### config.mk
export PLATFORM = sky130hd
export DESIGN_NAME = scalar_to_rainbow_colormap_flat
export DESIGN_NICKNAME = d
export VERILOG_FILES = /design/src/sv/scm_pkg.sv /design/src/sv/scm_if.sv /design/src/sv/scalar_to_rainbow_colormap.sv /design/src/flat_wrapper.sv
export VERILOG_INCLUDE_DIRS = /design/src /design/src/sv
export SDC_FILE = /design/constraint.sdc
export NUM_CORES = 2
export LEC_CHECK = 0
export BUFFER_PORTS_ARGS = -buffer_cell sky130_fd_sc_hd__buf_2
export CAP_MARGIN = 20
export CELL_PAD_IN_SITES_DETAIL_PLACEMENT = 2
export CELL_PAD_IN_SITES_GLOBAL_PLACEMENT = 2
export CORE_AREA = 2 2 299 523
export DETAILED_ROUTE_END_ITERATION = 10
export DIE_AREA = 0 0 301 525
export GPL_TIMING_DRIVEN = 0
export MAX_ROUTING_LAYER = met4
export PLACE_DENSITY_LB_ADDON = 0.08
export SETUP_SLACK_MARGIN = 0.15
export SLEW_MARGIN = 30
export SYNTH_ARGS = -nofsm -noshare
export SYNTH_HDL_FRONTEND = slang
export SYNTH_SLANG_ARGS = --single-unit
export TNS_END_PERCENT = 5
### constraint.sdc
create_clock -name clk -period 11.5 [get_ports clk]
set_input_delay 1.725 -clock clk [delete_from_list [all_inputs] [get_ports clk]]
set_output_delay 1.725 -clock clk [all_outputs]
set_load 0.1 [all_outputs]
### src/sv/assert_macros.svh
// Assertion macros shared by the colormap RTL.
// No dependencies; included by the files that carry concurrent checks.
`ifndef ASSERT_MACROS_SVH
`define ASSERT_MACROS_SVH

// Implication checked in the same cycle, disabled during reset.
`define SCM_ASSERT_SAME(lbl, clk_s, rstn_s, ante, cons) \
  lbl: assert property (@(posedge clk_s) disable iff (!(rstn_s)) (ante) |-> (cons)) \
    else $error("colormap assertion failed");

// Implication checked in the cycle after the antecedent, disabled during reset.
`define SCM_ASSERT_NEXT(lbl, clk_s, rstn_s, ante, cons) \
  lbl: assert property (@(posedge clk_s) disable iff (!(rstn_s)) (ante) |=> (cons)) \
    else $error("colormap assertion failed");

`endif

### src/sv/scm_pkg.sv
// Shared constants and types of the scalar-to-rainbow colormap.
// No dependencies; used by the channel interfaces and the top level.
package scm_pkg;

  localparam int SAMPLE_WIDTH_DEF  = 32;
  localparam int FRACTION_BITS_DEF = 10;

  // Configuration register indexes
  localparam int CFG_INDEX_WIDTH = 1;
  localparam logic [CFG_INDEX_WIDTH-1:0] REG_LOW_VALUE  = 1'b0;
  localparam logic [CFG_INDEX_WIDTH-1:0] REG_HIGH_VALUE = 1'b1;

  // Reset value of high_value before truncation to the sample width
  localparam int HIGH_RESET = 4095;

  localparam int COLOR_WIDTH = 8;
  localparam logic [COLOR_WIDTH-1:0] COLOR_FULL = 8'd255;
  localparam logic [COLOR_WIDTH-1:0] COLOR_NONE = 8'd0;

  // Sample class decided at the first stage
  typedef enum logic [1:0] {
    CLS_RAMP = 2'd0,
    CLS_BLUE = 2'd1,
    CLS_RED  = 2'd2
  } cls_t;

endpackage

### src/sv/scm_if.sv
// Valid/ready channel interfaces: sample stream in, pixel stream out.
// Depends on scm_pkg for width defaults.
interface scm_sample_if
  import scm_pkg::*;
#(
  parameter int SAMPLE_WIDTH = SAMPLE_WIDTH_DEF
);
  logic                           valid;
  logic                           ready;
  logic signed [SAMPLE_WIDTH-1:0] sample;
  logic                           last_sample;

  modport source (output valid, output sample, output last_sample, input ready);
  modport sink   (input valid, input sample, input last_sample, output ready);
endinterface

interface scm_pixel_if
  import scm_pkg::*;
();
  logic                   valid;
  logic                   ready;
  logic [COLOR_WIDTH-1:0] red;
  logic [COLOR_WIDTH-1:0] green;
  logic [COLOR_WIDTH-1:0] blue;
  logic                   last_pixel;

  modport source (output valid, output red, output green, output blue,
                  output last_pixel, input ready);
  modport sink   (input valid, input red, input green, input blue,
                  input last_pixel, output ready);
endinterface

### src/sv/scalar_to_rainbow_colormap.sv
// Top level of the scalar-to-rainbow colormap: classify, pipelined divider, color stage.
// Depends on scm_pkg, scm_if.sv and assert_macros.svh.
// Registers in order: first stage, divider stages, output register; one restoring-division
// step per pipeline stage. Throughput: one sample per clock unless the output stalls.
// Each stage holds its item while the next one is full, so stalls lose nothing.
// Reset (rst_n low, synchronous): all stage valids clear, low_value = 0, high_value = 4095.
`include "assert_macros.svh"

module scalar_to_rainbow_colormap
  import scm_pkg::*;
#(
  parameter int SAMPLE_WIDTH  = SAMPLE_WIDTH_DEF,
  parameter int FRACTION_BITS = FRACTION_BITS_DEF
) (
  input  logic                       clk,
  input  logic                       rst_n,
  scm_sample_if.sink                 in_ch,
  scm_pixel_if.source                out_ch,
  input  logic                       cfg_we,
  input  logic [CFG_INDEX_WIDTH-1:0] cfg_index,
  input  logic [SAMPLE_WIDTH-1:0]    cfg_data
);

  localparam int QB = FRACTION_BITS + 2;   // quotient bits, one per divider stage
  localparam int RW = FRACTION_BITS + 9;   // width of the ramp product
  localparam logic [SAMPLE_WIDTH-1:0] SIGN_BIT = {1'b1, {(SAMPLE_WIDTH-1){1'b0}}};
  localparam logic [FRACTION_BITS:0]  SEG_ONE  = {1'b1, {FRACTION_BITS{1'b0}}};
  localparam logic [RW-1:0]           HALF     = RW'(SEG_ONE >> 1);

  // Configuration registers
  logic [SAMPLE_WIDTH-1:0] low_r, high_r;

  always_ff @(posedge clk) begin
    if (!rst_n) begin
      low_r  <= '0;
      high_r <= SAMPLE_WIDTH'(HIGH_RESET);
    end else if (cfg_we) begin
      case (cfg_index)
        REG_LOW_VALUE:  low_r  <= cfg_data;
        REG_HIGH_VALUE: high_r <= cfg_data;
        default: ;
      endcase
    end
  end

  // Pipeline registers: stage k holds the divider state after k steps
  logic                    vld_r  [QB+1];
  cls_t                    cls_r  [QB+1];
  logic [SAMPLE_WIDTH-1:0] rem_r  [QB+1];
  logic [SAMPLE_WIDTH-1:0] span_r [QB+1];
  logic [QB-1:0]           quo_r  [QB+1];
  logic                    last_r [QB+1];

  logic                    rem_nxt [QB+1];
  logic                    take    [QB+1];
  cls_t                    cls_nxt [QB+1];
  logic [SAMPLE_WIDTH-1:0] remv_nxt [QB+1];
  logic [QB-1:0]           quo_nxt [QB+1];

  logic                    out_vld_r, out_last_r;
  logic [COLOR_WIDTH-1:0]  red_r, green_r, blue_r;
  logic                    out_take;

  // Backpressure chain: a stage loads when it is empty or its content moves on
  always_comb begin
    out_take = !out_vld_r || out_ch.ready;
    take[QB] = !vld_r[QB] || out_take;
    for (int k = QB - 1; k >= 0; k--) begin
      take[k] = !vld_r[k] || take[k+1];
    end
  end

  assign in_ch.ready = take[0];

  logic [SAMPLE_WIDTH-1:0] u_b, lo_b, hi_b;
  logic [SAMPLE_WIDTH:0]   shifted [QB+1];

  always_comb begin
    // First stage: order compare in offset binary, difference and span
    u_b  = SAMPLE_WIDTH'(in_ch.sample) ^ SIGN_BIT;
    lo_b = low_r ^ SIGN_BIT;
    hi_b = high_r ^ SIGN_BIT;
    if (u_b < lo_b) begin
      cls_nxt[0] = CLS_BLUE;
    end else if (u_b >= hi_b || hi_b <= lo_b) begin
      cls_nxt[0] = CLS_RED;
    end else begin
      cls_nxt[0] = CLS_RAMP;
    end
    remv_nxt[0] = u_b - lo_b;
    quo_nxt[0]  = '0;
    rem_nxt[0]  = 1'b0;

    // Restoring division steps, one quotient bit per stage
    shifted[0] = '0;
    for (int k = 1; k <= QB; k++) begin
      shifted[k]  = {rem_r[k-1], 1'b0};
      rem_nxt[k]  = (shifted[k] >= {1'b0, span_r[k-1]});
      remv_nxt[k] = rem_nxt[k] ? SAMPLE_WIDTH'(shifted[k] - {1'b0, span_r[k-1]})
                               : SAMPLE_WIDTH'(shifted[k]);
      quo_nxt[k]  = {quo_r[k-1][QB-2:0], rem_nxt[k]};
      cls_nxt[k]  = cls_r[k-1];
    end
  end

  always_ff @(posedge clk) begin
    if (!rst_n) begin
      for (int k = 0; k <= QB; k++) vld_r[k] <= 1'b0;
    end else begin
      vld_r[0] <= take[0] ? in_ch.valid : vld_r[0];
      for (int k = 1; k <= QB; k++) begin
        if (take[k]) vld_r[k] <= vld_r[k-1];
      end
    end
  end

  always_ff @(posedge clk) begin
    if (take[0]) begin
      cls_r[0]  <= cls_nxt[0];
      rem_r[0]  <= remv_nxt[0];
      span_r[0] <= hi_b - lo_b;
      quo_r[0]  <= quo_nxt[0];
      last_r[0] <= in_ch.last_sample;
    end
    for (int k = 1; k <= QB; k++) begin
      if (take[k]) begin
        cls_r[k]  <= cls_nxt[k];
        rem_r[k]  <= remv_nxt[k];
        span_r[k] <= span_r[k-1];
        quo_r[k]  <= quo_nxt[k];
        last_r[k] <= last_r[k-1];
      end
    end
  end

  // Rounded ramp: (255*x + half) >> FRACTION_BITS
  function automatic logic [COLOR_WIDTH-1:0] ramp(input logic [FRACTION_BITS:0] x);
    logic [RW-1:0] xe;
    logic [RW-1:0] prod;
    xe   = RW'(x);
    prod = (xe << COLOR_WIDTH) - xe + HALF;
    return prod[FRACTION_BITS +: COLOR_WIDTH];
  endfunction

  // Color stage
  logic [FRACTION_BITS-1:0] frac;
  logic [1:0]               seg;
  logic [FRACTION_BITS:0]   rise, fall;
  logic [COLOR_WIDTH-1:0]   red_nxt, green_nxt, blue_nxt;

  always_comb begin
    frac = quo_r[QB][FRACTION_BITS-1:0];
    seg  = quo_r[QB][QB-1:FRACTION_BITS];
    rise = {1'b0, frac};
    fall = SEG_ONE - rise;
    red_nxt   = COLOR_NONE;
    green_nxt = COLOR_NONE;
    blue_nxt  = COLOR_NONE;
    case (cls_r[QB])
      CLS_BLUE: blue_nxt = COLOR_FULL;
      CLS_RED:  red_nxt  = COLOR_FULL;
      default: begin
        case (seg)
          2'd0: begin
            green_nxt = ramp(rise);
            blue_nxt  = COLOR_FULL;
          end
          2'd1: begin
            green_nxt = COLOR_FULL;
            blue_nxt  = ramp(fall);
          end
          2'd2: begin
            red_nxt   = ramp(rise);
            green_nxt = COLOR_FULL;
          end
          default: begin
            red_nxt   = COLOR_FULL;
            green_nxt = ramp(fall);
          end
        endcase
      end
    endcase
  end

  always_ff @(posedge clk) begin
    if (!rst_n) begin
      out_vld_r <= 1'b0;
    end else if (out_take) begin
      out_vld_r <= vld_r[QB];
    end
  end

  always_ff @(posedge clk) begin
    if (out_take) begin
      red_r      <= red_nxt;
      green_r    <= green_nxt;
      blue_r     <= blue_nxt;
      out_last_r <= last_r[QB];
    end
  end

  assign out_ch.valid      = out_vld_r;
  assign out_ch.red        = red_r;
  assign out_ch.green      = green_r;
  assign out_ch.blue       = blue_r;
  assign out_ch.last_pixel = out_last_r;

  // Checks
  `SCM_ASSERT_NEXT(a_in_lands, clk, rst_n, in_ch.valid && in_ch.ready, vld_r[0])
  `SCM_ASSERT_NEXT(a_stage0_holds, clk, rst_n, vld_r[0] && !take[1],
                   vld_r[0] && $stable(rem_r[0]) && $stable(cls_r[0]))
  `SCM_ASSERT_NEXT(a_out_from_last_stage, clk, rst_n,
                   out_take && vld_r[QB] && cls_r[QB] == CLS_BLUE,
                   out_ch.valid && out_ch.blue == COLOR_FULL && out_ch.red == COLOR_NONE)

endmodule
### src/flat_wrapper.sv
// flat-port wrapper written by rule: the top's interface ports become plain ports
module scalar_to_rainbow_colormap_flat import scm_pkg::*;
#(
  parameter int SAMPLE_WIDTH  = SAMPLE_WIDTH_DEF,
  parameter int FRACTION_BITS = FRACTION_BITS_DEF
)
  (clk, rst_n, cfg_we, cfg_index, cfg_data, in_ch_valid, in_ch_sample, in_ch_last_sample, in_ch_ready, out_ch_valid, out_ch_red, out_ch_green, out_ch_blue, out_ch_last_pixel, out_ch_ready);
  scm_sample_if #(.SAMPLE_WIDTH(SAMPLE_WIDTH)) in_ch_i ();
  scm_pixel_if out_ch_i ();
  input  logic clk;
  input  logic rst_n;
  input  logic cfg_we;
  input  logic [CFG_INDEX_WIDTH-1:0] cfg_index;
  input  logic [SAMPLE_WIDTH-1:0] cfg_data;
  input wire logic [$bits(in_ch_i.valid)-1:0] in_ch_valid;
  input wire logic [$bits(in_ch_i.sample)-1:0] in_ch_sample;
  input wire logic [$bits(in_ch_i.last_sample)-1:0] in_ch_last_sample;
  output wire logic [$bits(in_ch_i.ready)-1:0] in_ch_ready;
  output wire logic [$bits(out_ch_i.valid)-1:0] out_ch_valid;
  output wire logic [$bits(out_ch_i.red)-1:0] out_ch_red;
  output wire logic [$bits(out_ch_i.green)-1:0] out_ch_green;
  output wire logic [$bits(out_ch_i.blue)-1:0] out_ch_blue;
  output wire logic [$bits(out_ch_i.last_pixel)-1:0] out_ch_last_pixel;
  input wire logic [$bits(out_ch_i.ready)-1:0] out_ch_ready;
  assign in_ch_i.valid = in_ch_valid;
  assign in_ch_i.sample = in_ch_sample;
  assign in_ch_i.last_sample = in_ch_last_sample;
  assign in_ch_ready = in_ch_i.ready;
  assign out_ch_valid = out_ch_i.valid;
  assign out_ch_red = out_ch_i.red;
  assign out_ch_green = out_ch_i.green;
  assign out_ch_blue = out_ch_i.blue;
  assign out_ch_last_pixel = out_ch_i.last_pixel;
  assign out_ch_i.ready = out_ch_ready;
  scalar_to_rainbow_colormap #(.SAMPLE_WIDTH(SAMPLE_WIDTH), .FRACTION_BITS(FRACTION_BITS)) u_core (.clk(clk), .rst_n(rst_n), .in_ch(in_ch_i), .out_ch(out_ch_i), .cfg_we(cfg_we), .cfg_index(cfg_index), .cfg_data(cfg_data));
endmodule
==> key figures <==
Run status
  – Status: complete, no violations

Setup path
  – CP Max Fanout: 47
  – FF-to-FF path depth: 12
  – Worst EP arrival: 6.10 ns
  – R2r endpoint: u_core.rem_r[0][216]$_DFFE_PP_
  – Crit path kind: in -> out
  – Critical path capture point type: primary output
  – Worst r2r src: u_core.rem_r[0][185]$_DFFE_PP_
  – Kind of start point of the critical path: primary input
  – R2R Setup Slk: roughly 6.3 ns
  – CP required: around 9.8 ns

Timing
  – Slew Limit Fails: 0
  – Final period util: 0.680
  – Hold slack: 0.419 ns
  – Setup Skew: 0.0261 ns
  – Setup_tns: 0 ns
  – Slew @ Worst Pin: between 1 and 1.5 ns
  – Final Hold Fails: 0
  – RSZ-0062 raised after global routing: false
  – Max Freq: between 0.1 and 0.15 GHz
  – Slew Limit Headroom: 0.207
  – Final min period: 7.82 ns
  – Final Setup Violations: 0
  – Final worst slack: 3.68 ns

Global route
  – Initial antenna violation count: 2
  – Gr ovfl total: 0
  – Largest net degree at the start of global routing: 52
  – GRT Util Overall: 0.258
  – Vias in the first global route: 50,757
  – First-pass GRT wire length: 296,000 um

CTS
  – CTS Sinks: 988
  – CTS Buf Count: around 100
  – Max Buffers Root-to-Sink: 3
  – # Post-CTS Setup Buffers: 0
  – TritonCTS clock tree: yes
  – H-Tree Depth: 3
  – Hold buffers post-CTS: 0
  – Clk_lat worst skew: 0.75 ns
  – Root Buffer: clkbuf_16
  – Clk slew on worst S/H paths: roughly 0.06 ns
  – CTS resizes: 0

Placement
  – Post-DP HPWL: 167,000 um
  – Placed Instances: 7,802
  – I/O Buffers: 96
  – Gpl congestion: 0.885
  – Cell area after placement: 63,200 um^2
  – Setup WS pre-CTS: 3.60 ns

Power and ir drop
  – Worst IR Drop VDD: ~0.00019 V
  – Leak: around 28 nW
  – Overall power: 23.7 mW
  – Cell area power density: 355 nW/um^2

Yosys
  – Syn_area_per_cell: 10.5 um^2
  – Leading area contributor after synthesis: edfxtp_1
  – Post-synthesis sequential area ratio: 0.485
  – Synthesized area: 59,600 um^2
  – Yosys top cell area share: 0.461
  – Synth Register Bits: 988
  – Number of enable flip-flop cells after synthesis: 915
  – Prevailing post-synth register cell: edfxtp_1
  – Ys async rst share: 0
  – Netlist cell types: 91
  – Syn nets: 6,265
  – Synthesized instance count: 5,661
  – Synth top area cells: edfxtp_1, ha_1, a21oi_1
  – Warnings from Yosys: 0

Layout
  – Layout cell share with drive strength beyond 1: 0.0907
  – Area growth syn-to-layout: 12.0%
  – Finished Core Util: 0.433
  – Design Area, Final: 66,800 um^2
  – Most frequent cells in the layout: edfxtp_1, inv_1, ha_1
  – Fillers: 16,209
  – Commonest non-fill, non-tap cell in the layout: edfxtp_1
  – Final nets: around 6,500
  – Finished Layout Cells: 7,999

Routing
  – Final ANT Viol Nets: 0
  – Initial DRC Count: 1,072
  – DRC: 0
  – Post-Route WL: 198,000 um
  – First-pass DRT Iterations: 5
  – Via density: 5.43
  – WL/cell: 24.7 um
  – Vias post-DR: ~43,000

Hold path
  – WHS Path Cells: 0
  – Hold Path Class: reg -> reg
  – Hold worst-path end: u_core.quo_r[3][3]$_DFFE_PP_
  – Hold_sp: u_core.quo_r[2][38]$_DFFE_PP_

Floorplanning
  – Initial core utilization: 0.387
  – Die ar.: roughly 160,000 um^2
  – Ports: 98
  – Die Width: approximately 300 um
  – Core Box Area: 154,000 um^2
  – Core Rows: 191
  – Die Height: around 530 um

Flow run
  – Max cap viols: 0
[layout make-up]
cell class | count | area (um^2) | share of cell area
tap | 2026 | 2530 | 0.0380
antenna | 5 | 12.5 | 0.000187
clock buffer | 125 | 2710 | 0.0406
clock inverter | 67 | 836 | 0.0125
sequential | 988 | 28900 | 0.433
multi-input combinational | 3915 | 27900 | 0.418
inverter | 600 | 2270 | 0.0339
timing repair buffer | 115 | 868 | 0.0130
buffer | 158 | 684 | 0.0102
[worst max-delay path by stage]
stage / start / endpoint / depth (start not counted)
3_5_place_dp: out_ch_ready / in_ch_ready / 13
4_1_cts: out_ch_ready / in_ch_ready / 13
2_1_floorplan: out_ch_ready / in_ch_ready / 10
6_report: out_ch_ready / in_ch_ready / 13
5_1_grt: out_ch_ready / in_ch_ready / 13
3_3_place_gp: out_ch_ready / in_ch_ready / 12
[Yosys cell counts, types with 8 or more instances]
| library cell | n |
|---|---|
| edfxtp_1 | 915 |
| inv_1 | 600 |
| ha_1 | 520 |
| nand2_1 | 479 |
| a21oi_1 | 459 |
| nor2_1 | 325 |
| o21ai_0 | 305 |
| xnor2_1 | 229 |
| a21o_1 | 226 |
| mux2_2 | 155 |
| xor2_1 | 142 |
| clkbuf_1 | 126 |
| nand3_1 | 103 |
| nand4_1 | 77 |
| nor2b_1 | 76 |
| o21a_1 | 76 |
| dfxtp_1 | 73 |
| nor3_1 | 71 |
| a21boi_0 | 69 |
| nand2b_1 | 59 |
| o21bai_1 | 52 |
| o31ai_1 | 41 |
| and3_1 | 39 |
| a31oi_1 | 36 |
| o211ai_1 | 36 |
| a211oi_1 | 34 |
| and2_1 | 22 |
| buf_2 | 22 |
| or3_1 | 17 |
| or2_2 | 16 |
| a221oi_1 | 13 |
| a31o_2 | 13 |
| fa_1 | 13 |
| nor4_1 | 13 |
| a211o_1 | 12 |
| a41oi_1 | 11 |
| o21ai_1 | 11 |
| o2111ai_1 | 10 |
| o31a_1 | 10 |
| a221o_1 | 9 |
| a311o_1 | 9 |
| mux2i_1 | 9 |
| and4_1 | 8 |
[worst max-delay path, cell delays in order]
cell     delay, ns
buf_2         0.10
nor2b_2       0.24
and3_1        0.24
nand3_4       0.43
nor2_1        0.71
inv_4         0.30
nor2_1        0.39
and2_1        0.36
and3_1        0.32
and2_1        0.31
nand2_4       0.26
buf_16        0.27
buf_2         0.35
[where the power goes]
part / internal, mW / total, mW / switching, mW
combinational: 5.04 / 13.3 / 8.27
clock: 2.08 / 3.60 / 1.51
sequential: 6.02 / 6.79 / 0.772
[kinds of logic after synthesis]
| logic type | count (synthesis) | synth area share |
|---|---|---|
| xor+xnor | 371 | 0.0545 |
| buf+inv | 758 | 0.0490 |
| flops | 988 | 0.485 |
| compound gates | 1507 | 0.162 |
| mux | 169 | 0.0317 |
| simple gates | 1335 | 0.104 |
| fa+ha+maj | 533 | 0.113 |
[registers in the layout, indices dropped and copies added (netlist names)]
signal,count
u_core.high_r,32
u_core.last_r,13
u_core.span_r,384
u_core.out_ch.red,8
u_core.vld_r,13
u_core.out_ch.last_pixel,1
u_core.out_ch.valid,1
u_core.out_ch.green,8
u_core.cls_r,26
u_core.out_ch.blue,8
u_core.rem_r,384
u_core.low_r,32
u_core.quo_r,78
[layer usage]
layer	vias to the layer above	share of wire	track usage
met5	-	0	-
met4	0	0.097	0.207
met3	454	0.015	0.0208
met2	531	0.63	0.564
met1	21585	0.26	0.165
li1	20879	-	-
(Power assumes the default switching activity.)
